$ cat config.mk
export PLATFORM = sky130hd
export DESIGN_NAME = oxygen_cell_percent_monitor_unit
export DESIGN_NICKNAME = d
export VERILOG_FILES = /design/src/design/ocpm_pkg.sv /design/src/design/oxygen_cell_percent_monitor_unit.sv /design/src/design/ocpm_ram.sv /design/src/design/ocpm_window.sv /design/src/design/ocpm_sdiv.sv
export SDC_FILE = /design/constraint.sdc
export NUM_CORES = 2
export LEC_CHECK = 0
export BUFFER_PORTS_ARGS = -buffer_cell sky130_fd_sc_hd__buf_2
export CAP_MARGIN = 30
export CORE_MARGIN = 2
export CORE_UTILIZATION = 50
export DETAILED_ROUTE_END_ITERATION = 16
export GPL_ROUTABILITY_DRIVEN = 0
export PLACE_DENSITY = 0.66
export SYNTH_ARGS = -nofsm -noshare
export SYNTH_HDL_FRONTEND = slang
export SYNTH_SLANG_ARGS = --single-unit
$ cat constraint.sdc
create_clock -name clock -period 9.99 [get_ports clock]
set_input_delay 0.4995 -clock clock [delete_from_list [all_inputs] [get_ports clock]]
set_output_delay 0.4995 -clock clock [all_outputs]
set_load 0.02 [all_outputs]
$ cat src/design/ocpm_pkg.sv
`timescale 1ns / 1ps
// Package for the oxygen cell percent monitor.
// Holds field widths and fixed constants shared by the monitor unit and the window; no dependencies.

package ocpm_pkg;

   // Field widths of the stream and register ports.
   localparam int SAMPLE_W   = 16;
   localparam int CAL_W      = 16;
   localparam int AVG_W      = 16;
   localparam int TENTHS_W   = 10;
   localparam int RSP_DATA_W = 32;

   // Valid cell window in counts (5 mV and 20 mV at 0.0625 mV per count).
   localparam int CAL_LOW    = 80;
   localparam int CAL_HIGH   = 320;

   // Air holds 20.9 percent oxygen; results saturate at 99.9 percent.
   localparam int AIR_TENTHS = 209;
   localparam int AIR_W      = 8;
   localparam int MAX_TENTHS = 999;

endpackage

$ cat src/design/oxygen_cell_percent_monitor_unit.sv
`timescale 1ns / 1ps
// Oxygen cell monitor: averages cell samples over a moving window and reports
// the mean, the oxygen percentage against air calibration and a warning flag.
// One item is handled at a time. The sequencer first updates the window sum,
// and the oldest sample is read on the transfer edge itself. The ABS and CHK
// states then form the magnitude, the calibration product and the range check.
// The two bit-serial dividers then run side by side, the 16-bit average
// quotient taking longest. The result register is loaded once both have
// finished, and the sequencer returns to idle, where the next sample can
// transfer.
// The result register lets the next sample transfer in while a result still
// waits; a waiting result holds the sequencer only once the following item
// has finished its division. The calibration register resets to zero, which
// holds the warning on until it is written.
// Depends on ocpm_pkg, ocpm_window and ocpm_sdiv.

module oxygen_cell_percent_monitor_unit #(
   parameter int WINDOW_LEN = 40
) (
   input  logic                            clock,
   input  logic                            reset,
   // Input stream.
   input  logic                            req_tvalid,
   output logic                            req_tready,
   input  logic [ocpm_pkg::SAMPLE_W-1:0]   req_tdata,    // [15:0] sample
   // Result stream.
   output logic                            rsp_tvalid,
   input  logic                            rsp_tready,
   output logic [ocpm_pkg::RSP_DATA_W-1:0] rsp_tdata,    // [15:0] average_counts,
                                                         // [25:16] oxygen_tenths,
                                                         // [31:26] zero
   output logic [0:0]                      rsp_tuser,    // [0] cell_warning
   // Calibration register write.
   input  logic                            csr_wr_en,
   input  logic [ocpm_pkg::CAL_W-1:0]      csr_wr_data
);

   import ocpm_pkg::*;

   localparam int CNT_W     = $clog2(WINDOW_LEN + 1);
   localparam int SUM_W     = SAMPLE_W + CNT_W;
   localparam int TNUM_W    = SUM_W + AIR_W;
   localparam int PROD_W    = CNT_W + CAL_W;
   localparam int PAD_W     = RSP_DATA_W - AVG_W - TENTHS_W;

   typedef enum logic [2:0] {
      S_IDLE,
      S_UPD,
      S_ABS,
      S_CHK,
      S_DIV
   } state_type;

   state_type            state_ff, state_in;
   logic [CAL_W-1:0]     cal_ff;
   logic [SUM_W-1:0]     mag_ff, mag_in;
   logic [CNT_W-1:0]     cnt_ff;
   logic [PROD_W-1:0]    prod_ff, prod_in;
   logic                 cal_ok_ff, cal_ok_in;
   logic                 warn_ff, warn_in;
   logic                 rsp_valid_ff, rsp_valid_in;
   logic [AVG_W-1:0]     avg_out_ff;
   logic [TENTHS_W-1:0]  tenths_out_ff, tenths_in;
   logic                 warn_out_ff;
   logic                 load_out;

   logic                 req_xfer;
   logic [SUM_W-1:0]     win_sum;
   logic [CNT_W-1:0]     win_fill;
   logic [SUM_W-1:0]     lim_lo, lim_hi;
   logic [TNUM_W-1:0]    tnum;
   logic                 div_start;
   logic                 avg_busy, ten_busy;
   logic [AVG_W-1:0]     avg_q;
   logic [TENTHS_W-1:0]  ten_q;

   assign req_tready = (state_ff == S_IDLE);
   assign req_xfer   = req_tvalid && req_tready;

   // Sample ring, running sum and fill count.
   ocpm_window #(
      .WINDOW_LEN (WINDOW_LEN),
      .CNT_W      (CNT_W),
      .SUM_W      (SUM_W)
   ) u_window (
      .clock  (clock),
      .reset  (reset),
      .load   (req_xfer),
      .sample (req_tdata),
      .sum    (win_sum),
      .fill   (win_fill)
   );

   // Average in counts: magnitude over fill count.
   ocpm_sdiv #(
      .NUM_W (SUM_W),
      .DEN_W (CNT_W),
      .QUO_W (AVG_W)
   ) u_avg_div (
      .clock    (clock),
      .reset    (reset),
      .start    (div_start),
      .numer    (mag_ff),
      .denom    (cnt_ff),
      .busy     (avg_busy),
      .quotient (avg_q)
   );

   // Oxygen in tenths: magnitude times 20.9 over fill count times calibration.
   // Only its no-warning results are used, where the quotient stays below 826.
   ocpm_sdiv #(
      .NUM_W (TNUM_W),
      .DEN_W (PROD_W),
      .QUO_W (TENTHS_W)
   ) u_ten_div (
      .clock    (clock),
      .reset    (reset),
      .start    (div_start),
      .numer    (tnum),
      .denom    (prod_ff),
      .busy     (ten_busy),
      .quotient (ten_q)
   );

   // Magnitude, calibration product and range checks.
   always_comb begin
      mag_in    = win_sum[SUM_W-1] ? SUM_W'(0) - win_sum : win_sum;
      prod_in   = PROD_W'(win_fill) * PROD_W'(cal_ff);
      cal_ok_in = (cal_ff > CAL_W'(CAL_LOW)) && (cal_ff < CAL_W'(CAL_HIGH));
      lim_lo    = SUM_W'(cnt_ff) * SUM_W'(CAL_LOW);
      lim_hi    = SUM_W'(cnt_ff) * SUM_W'(CAL_HIGH);
      warn_in   = !(cal_ok_ff && (mag_ff > lim_lo) && (mag_ff < lim_hi));
      tnum      = TNUM_W'(mag_ff) * TNUM_W'(AIR_TENTHS);
      div_start = (state_ff == S_CHK);
      tenths_in = (ten_q > TENTHS_W'(MAX_TENTHS)) ? TENTHS_W'(MAX_TENTHS) : ten_q;
   end

   // Sequencer and result handoff.
   always_comb begin
      state_in     = state_ff;
      load_out     = 1'b0;
      rsp_valid_in = rsp_valid_ff && !rsp_tready;
      unique case (state_ff)
         S_IDLE: begin
            if (req_xfer) begin
               state_in = S_UPD;
            end
         end
         S_UPD: begin
            state_in = S_ABS;
         end
         S_ABS: begin
            state_in = S_CHK;
         end
         S_CHK: begin
            state_in = S_DIV;
         end
         S_DIV: begin
            if (!avg_busy && !ten_busy && (!rsp_valid_ff || rsp_tready)) begin
               load_out     = 1'b1;
               rsp_valid_in = 1'b1;
               state_in     = S_IDLE;
            end
         end
         default: begin
            state_in = S_IDLE;
         end
      endcase
   end

   // State, configuration and registered outputs.
   always_ff @(posedge clock) begin
      if (reset) begin
         state_ff     <= S_IDLE;
         rsp_valid_ff <= 1'b0;
         cal_ff       <= '0;
      end else begin
         state_ff     <= state_in;
         rsp_valid_ff <= rsp_valid_in;
         if (csr_wr_en) begin
            cal_ff <= csr_wr_data;
         end
      end
      if (state_ff == S_ABS) begin
         mag_ff    <= mag_in;
         cnt_ff    <= win_fill;
         prod_ff   <= prod_in;
         cal_ok_ff <= cal_ok_in;
      end
      if (state_ff == S_CHK) begin
         warn_ff <= warn_in;
      end
      if (load_out) begin
         avg_out_ff    <= avg_q;
         tenths_out_ff <= warn_ff ? '0 : tenths_in;
         warn_out_ff   <= warn_ff;
      end
   end

   assign rsp_tvalid = rsp_valid_ff;
   assign rsp_tdata  = {{PAD_W{1'b0}}, tenths_out_ff, avg_out_ff};
   assign rsp_tuser  = warn_out_ff;

   // A warning always forces the oxygen figure to zero.
   a_warn_zero: assert property (@(posedge clock) disable iff (reset)
      rsp_tvalid && rsp_tuser[0] |-> (rsp_tdata[AVG_W +: TENTHS_W] == '0))
      else $error("oxygen figure nonzero under warning");

   // The oxygen figure never passes saturation.
   a_tenths_max: assert property (@(posedge clock) disable iff (reset)
      rsp_tvalid |-> (rsp_tdata[AVG_W +: TENTHS_W] <= TENTHS_W'(MAX_TENTHS)))
      else $error("oxygen figure above saturation");

   // Without a warning the average lies inside the cell window.
   a_avg_window: assert property (@(posedge clock) disable iff (reset)
      rsp_tvalid && !rsp_tuser[0] |->
         (rsp_tdata[AVG_W-1:0] >= AVG_W'(CAL_LOW)) &&
         (rsp_tdata[AVG_W-1:0] < AVG_W'(CAL_HIGH)))
      else $error("average outside window without warning");

   // The fill count never exceeds the window length.
   a_fill_max: assert property (@(posedge clock) disable iff (reset)
      win_fill <= CNT_W'(WINDOW_LEN))
      else $error("fill count beyond window length");

endmodule

$ cat src/design/ocpm_ram.sv
`timescale 1ns / 1ps
// Generic single-write, single-read RAM with a registered read port.
// Used for the sample ring; no package dependency.

module ocpm_ram #(
   parameter int DATA_W = 16,
   parameter int DEPTH  = 40,
   parameter int ADDR_W = 6
) (
   input  logic              clock,
   input  logic              wr_en,
   input  logic [ADDR_W-1:0] wr_addr,
   input  logic [DATA_W-1:0] wr_data,
   input  logic [ADDR_W-1:0] rd_addr,
   output logic [DATA_W-1:0] rd_data
);

   logic [DATA_W-1:0] mem [DEPTH];
   logic [DATA_W-1:0] rd_data_ff;

   // Write port and registered read port.
   always_ff @(posedge clock) begin
      if (wr_en) begin
         mem[wr_addr] <= wr_data;
      end
      rd_data_ff <= mem[rd_addr];
   end

   assign rd_data = rd_data_ff;

endmodule

$ cat src/design/ocpm_window.sv
`timescale 1ns / 1ps
// Moving window of cell samples: sample ring in RAM, running sum and fill count.
// Depends on ocpm_pkg and ocpm_ram.

module ocpm_window #(
   parameter int WINDOW_LEN = 40,
   parameter int CNT_W      = 6,
   parameter int SUM_W      = 22
) (
   input  logic                          clock,
   input  logic                          reset,
   input  logic                          load,
   input  logic [ocpm_pkg::SAMPLE_W-1:0] sample,
   output logic [SUM_W-1:0]              sum,
   output logic [CNT_W-1:0]              fill
);

   import ocpm_pkg::*;

   localparam int SLOT_W = (WINDOW_LEN > 1) ? $clog2(WINDOW_LEN) : 1;
   localparam int EXT_W  = SUM_W - SAMPLE_W;

   logic [SLOT_W-1:0]   slot_ff, slot_in;
   logic [CNT_W-1:0]    fill_ff, fill_in;
   logic [SUM_W-1:0]    sum_ff, sum_in;
   logic [SAMPLE_W-1:0] sample_ff;
   logic                upd_ff;
   logic [SAMPLE_W-1:0] old_sample;
   logic                full;
   logic [SUM_W-1:0]    new_ext, old_ext;

   // The slot about to be overwritten is read while the sample is taken in,
   // so the oldest sample is ready in the update cycle.
   ocpm_ram #(
      .DATA_W (SAMPLE_W),
      .DEPTH  (WINDOW_LEN),
      .ADDR_W (SLOT_W)
   ) u_ring (
      .clock   (clock),
      .wr_en   (upd_ff),
      .wr_addr (slot_ff),
      .wr_data (sample_ff),
      .rd_addr (slot_ff),
      .rd_data (old_sample)
   );

   // Sum update: add the new sample, drop the oldest once the window is full.
   always_comb begin
      full    = (fill_ff == CNT_W'(WINDOW_LEN));
      new_ext = {{EXT_W{sample_ff[SAMPLE_W-1]}}, sample_ff};
      old_ext = full ? {{EXT_W{old_sample[SAMPLE_W-1]}}, old_sample} : '0;
      sum_in  = sum_ff + new_ext - old_ext;
      fill_in = full ? fill_ff : fill_ff + CNT_W'(1);
      slot_in = (slot_ff == SLOT_W'(WINDOW_LEN - 1)) ? '0 : slot_ff + SLOT_W'(1);
   end

   // Window registers.
   always_ff @(posedge clock) begin
      if (reset) begin
         upd_ff  <= 1'b0;
         slot_ff <= '0;
         fill_ff <= '0;
         sum_ff  <= '0;
      end else begin
         upd_ff <= load;
         if (upd_ff) begin
            slot_ff <= slot_in;
            fill_ff <= fill_in;
            sum_ff  <= sum_in;
         end
      end
      if (load) begin
         sample_ff <= sample;
      end
   end

   assign sum  = sum_ff;
   assign fill = fill_ff;

endmodule

$ cat src/design/ocpm_sdiv.sv
`timescale 1ns / 1ps
// Bit-serial restoring divider: one quotient bit per cycle, shifted divisor.
// The caller keeps the numerator below denominator times 2**QUO_W. No package use.

module ocpm_sdiv #(
   parameter int NUM_W = 22,
   parameter int DEN_W = 6,
   parameter int QUO_W = 16
) (
   input  logic             clock,
   input  logic             reset,
   input  logic             start,
   input  logic [NUM_W-1:0] numer,
   input  logic [DEN_W-1:0] denom,
   output logic             busy,
   output logic [QUO_W-1:0] quotient
);

   localparam int SH_W  = DEN_W + QUO_W - 1;
   localparam int CMP_W = (NUM_W > SH_W) ? NUM_W : SH_W;
   localparam int CNT_W = $clog2(QUO_W + 1);

   logic [NUM_W-1:0] rem_ff, rem_in;
   logic [SH_W-1:0]  den_ff, den_in;
   logic [QUO_W-1:0] quo_ff, quo_in;
   logic [CNT_W-1:0] count_ff, count_in;
   logic             busy_ff, busy_in;
   logic [CMP_W-1:0] rem_x, den_x, diff;
   logic             ge;

   // One compare and subtract per cycle; the divisor shifts right each step.
   always_comb begin
      rem_x    = CMP_W'(rem_ff);
      den_x    = CMP_W'(den_ff);
      ge       = (rem_x >= den_x);
      diff     = rem_x - den_x;
      rem_in   = rem_ff;
      den_in   = den_ff;
      quo_in   = quo_ff;
      count_in = count_ff;
      busy_in  = busy_ff;
      if (start) begin
         rem_in   = numer;
         den_in   = SH_W'(denom) << (QUO_W - 1);
         quo_in   = '0;
         count_in = CNT_W'(QUO_W);
         busy_in  = 1'b1;
      end else if (busy_ff) begin
         rem_in   = ge ? NUM_W'(diff) : rem_ff;
         den_in   = den_ff >> 1;
         quo_in   = QUO_W'({quo_ff, ge});
         count_in = count_ff - CNT_W'(1);
         busy_in  = (count_ff != CNT_W'(1));
      end
   end

   // Divider registers.
   always_ff @(posedge clock) begin
      if (reset) begin
         busy_ff  <= 1'b0;
         count_ff <= '0;
      end else begin
         busy_ff  <= busy_in;
         count_ff <= count_in;
      end
      rem_ff <= rem_in;
      den_ff <= den_in;
      quo_ff <= quo_in;
   end

   assign busy     = busy_ff;
   assign quotient = quo_ff;

endmodule
==> flow_summary.ini <==
[yosys]
synth_flop_cell = edfxtp_1
synth.distinct_cells = 82
netlist_area_um2 = 45400
synth-seq-cells = 947
synthArstFlopShare_pct = 0
synth_top_cells_by_count = edfxtp_1, inv_1, a22oi_1
ys_seq_area_share_pct = 59.7
synth_top_area_share_pct = 53.9
netlist_top_cells_area = edfxtp_1, ha_1, dfxtp_1
synth_edf_count = 815
synth_warnings = 0
synth_cells = 3507
syn_avg_cell_area_um2 = 12.9
yosysMostFrequentCell = edfxtp_1
synth_top_area_cell = edfxtp_1

[clock_network]
cts-resized-gates = 0
cts_tree = done
post_cts_buffers = 0
cts_inserted_buffers = 98
cts_sinks = 947
hold_buffers = 16
clock_latency_ns = 0.69
h-tree-depth = 3
clk_path_buf_depth = 3
clk_pin_slew_ns = 0.06
cts-root-buf = clkbuf_16

[timing]
finalMaxSlewViolations = 0
rsz0062_at_grt = no
post-route-min-period_ns = 4.88
setup_viol = 0
slew_headroom_pct = 35.3
tns_ns = 0
post-route-period-util_pct = 48.8
clock_skew_ns = 0.0501
worstMarginPinSlew_ns = 0.970
hold_violations = 0
max_freq_ghz = 0.205

[worst_setup_path]
startpoint_type = flop
r2r-end = prod_ff[20]
cp-startpoint = u_window.fill[4]
r2r-start = u_window.fill[4]
critPathRequiredTime_ns = 10.37
worstPathArrival_ns = 5.26
endpoint = prod_ff[20]
endpoint_kind = flop
rrSetupSlack_ns = 5.11
ff2ff_path_depth = 15
path_class = flop to flop
path_max_fanout = 20

[layout]
multiInputGateArea_um2 = 16700
drive_gt1_share_pct = 9.33
fin_util_pct = 56.4
seq_area_um2 = 27100
layout.cells.non_filler = 4883
syn2layout_area_growth_pct = 11.8
n_fill_cell = 7331
nets = 4002
insertedDiodeCount = 0

[global_routing]
grt_pass1_vias = 28025
overflow = 0
grt_pass1_wl_um = 167000
grt_max_degree = 73
antenna_found_initial = 1
grt_usage_pct = 23.2

[routing]
firstDrtPassIters = 5
dr.first_iter.drc_count = 2669
via_count = 28248
drc = 0
routed_wl_um = 108000
ant_nets = 0
routedWlPerCell_um = 22.2
vias_per_cell = 5.78

[place]
place_hpwl_um = 67800
placed_cells = 4682
port_buffers = 65

[power_and_ir_drop]
leakagePower_uw = 0.0187
power.density_nw_per_um2 = 199
ir_drop_v = 0.000152

[floorplanning]
core_area_um2 = 90000
placementRows = 110
die_x_um = 305
pin_count = 72
dieHeight_um = 305
start_util_pct = 50.5
dieArea_um2 = 93300

[status]
status = completed

[flow_run]
maxCapViolCount = 0

[worst_hold_path]
hp-class = input pin to flop
==> metal layers <==
layer	share of wire, %	track usage [%]	vias to the layer above
met1	42	31.0	13964
met4	2.9	7.66	2
met5	0.012	0	-
met2	48	39.0	839
met3	6.3	3.64	180
li1	-	-	13263
==> report_power, final <==
| part | internal, µW | switching [µW] |
|---|---|---|
| Combinational | 778 | 1100 |
| Clock | 2110 | 1560 |
| Sequential | 4450 | 97.7 |
| Total | 7340 | 2750 |
==> state kept, by name (all words and copies together), names as in the netlist, 10 cells and up <==
name                     cells
u_window.u_ring.mem        640
u_window.sample_ff          16
u_window.u_ring.rd_data     16
u_avg_div.quotient          16
u_ten_div.den_ff            31
avg_out_ff                  16
u_avg_div.rem_ff            22
u_ten_div.quotient          10
u_avg_div.den_ff            21
prod_ff                     22
u_window.sum                22
mag_ff                      22
u_ten_div.rem_ff            30
tenths_out_ff               10
cal_ff                      16
==> logic make-up after synthesis <==
group	count (synthesis)	synth area share (%)
flip-flops	947	59.7
AO/OA/AOI/OAI	805	12.4
AND/OR/NAND/NOR	751	8.28
buffers and inverters	440	3.74
adder cells (fa/ha/maj)	343	11.4
XOR/XNOR	134	2.58
multiplexers	86	1.93
other	1	0.00826
==> per-stage QoR <==
step	setup slack, ns	hold slack [ns]	total power, µW	instance area (µm²)
after floorplan	5.28	0.406	6020	45400
after global placement	5.15	0.417	6450	47300
after detailed placement	5.13	0.420	6480	47400
after CTS	5.10	0.0304	10200	50800
after global routing	4.77	0.0547	10600	50800
final	5.11	0.0635	10100	50800
==> critical path: stages (launching register included) <==
cell	delay [ns]
dfxtp_1	0.74
and2_1	0.25
fa_1	0.45
fa_1	0.56
inv_1	0.06
fa_1	0.53
inv_1	0.04
ha_1	0.32
or2_2	0.32
and4_1	0.21
a21o_1	0.19
o41ai_2	0.35
o21bai_1	0.10
a21oi_1	0.23
o21ai_1	0.12
xor2_1	0.14
==> final cells by class <==
type / instances / share of cell area [%]
Sequential cell: 947 / 53.4
Multi-Input combinational cell: 2125 / 32.8
Clock buffer: 117 / 5.07
Tap cell: 1176 / 2.90
Timing Repair Buffer: 172 / 2.39
Inverter: 278 / 2.06
Clock inverter: 68 / 1.35
==> how the worst min path moves through the flow <==
stage,to,from,cells after the start
after floorplan,cnt_ff[4],u_window.fill[4],0
after global placement,avg_out_ff[15],u_avg_div.quotient[15],0
after detailed placement,avg_out_ff[15],u_avg_div.quotient[15],0
after CTS,cal_ff[10],csr_wr_data[10],3
after global routing,cal_ff[8],csr_wr_data[8],3
final,cal_ff[10],csr_wr_data[10],3
==> layout by cell type (no fill, tap or decap), types with 20 or more instances in the layout <==
cell and count:
edfxtp_1 815, inv_1 277, a22oi_1 238, ha_1 228, nor2_1 224, nand2_1 155, a21oi_1 140, dfxtp_1 129
fa_1 115, and2_1 113, clkbuf_16 100, xnor2_1 88, buf_4 87, o21ai_0 85, mux2i_1 81, nand4_1 72
buf_2 66, a21o_1 63, xor2_1 46, a31oi_1 42, a22o_1 42, a221oi_1 42, o31ai_1 35, nand3_1 31
nor2b_1 27, nand2b_1 25, nor3_1 25, clkinv_1 24, o211ai_1 20
(Power assumes the default switching activity.)
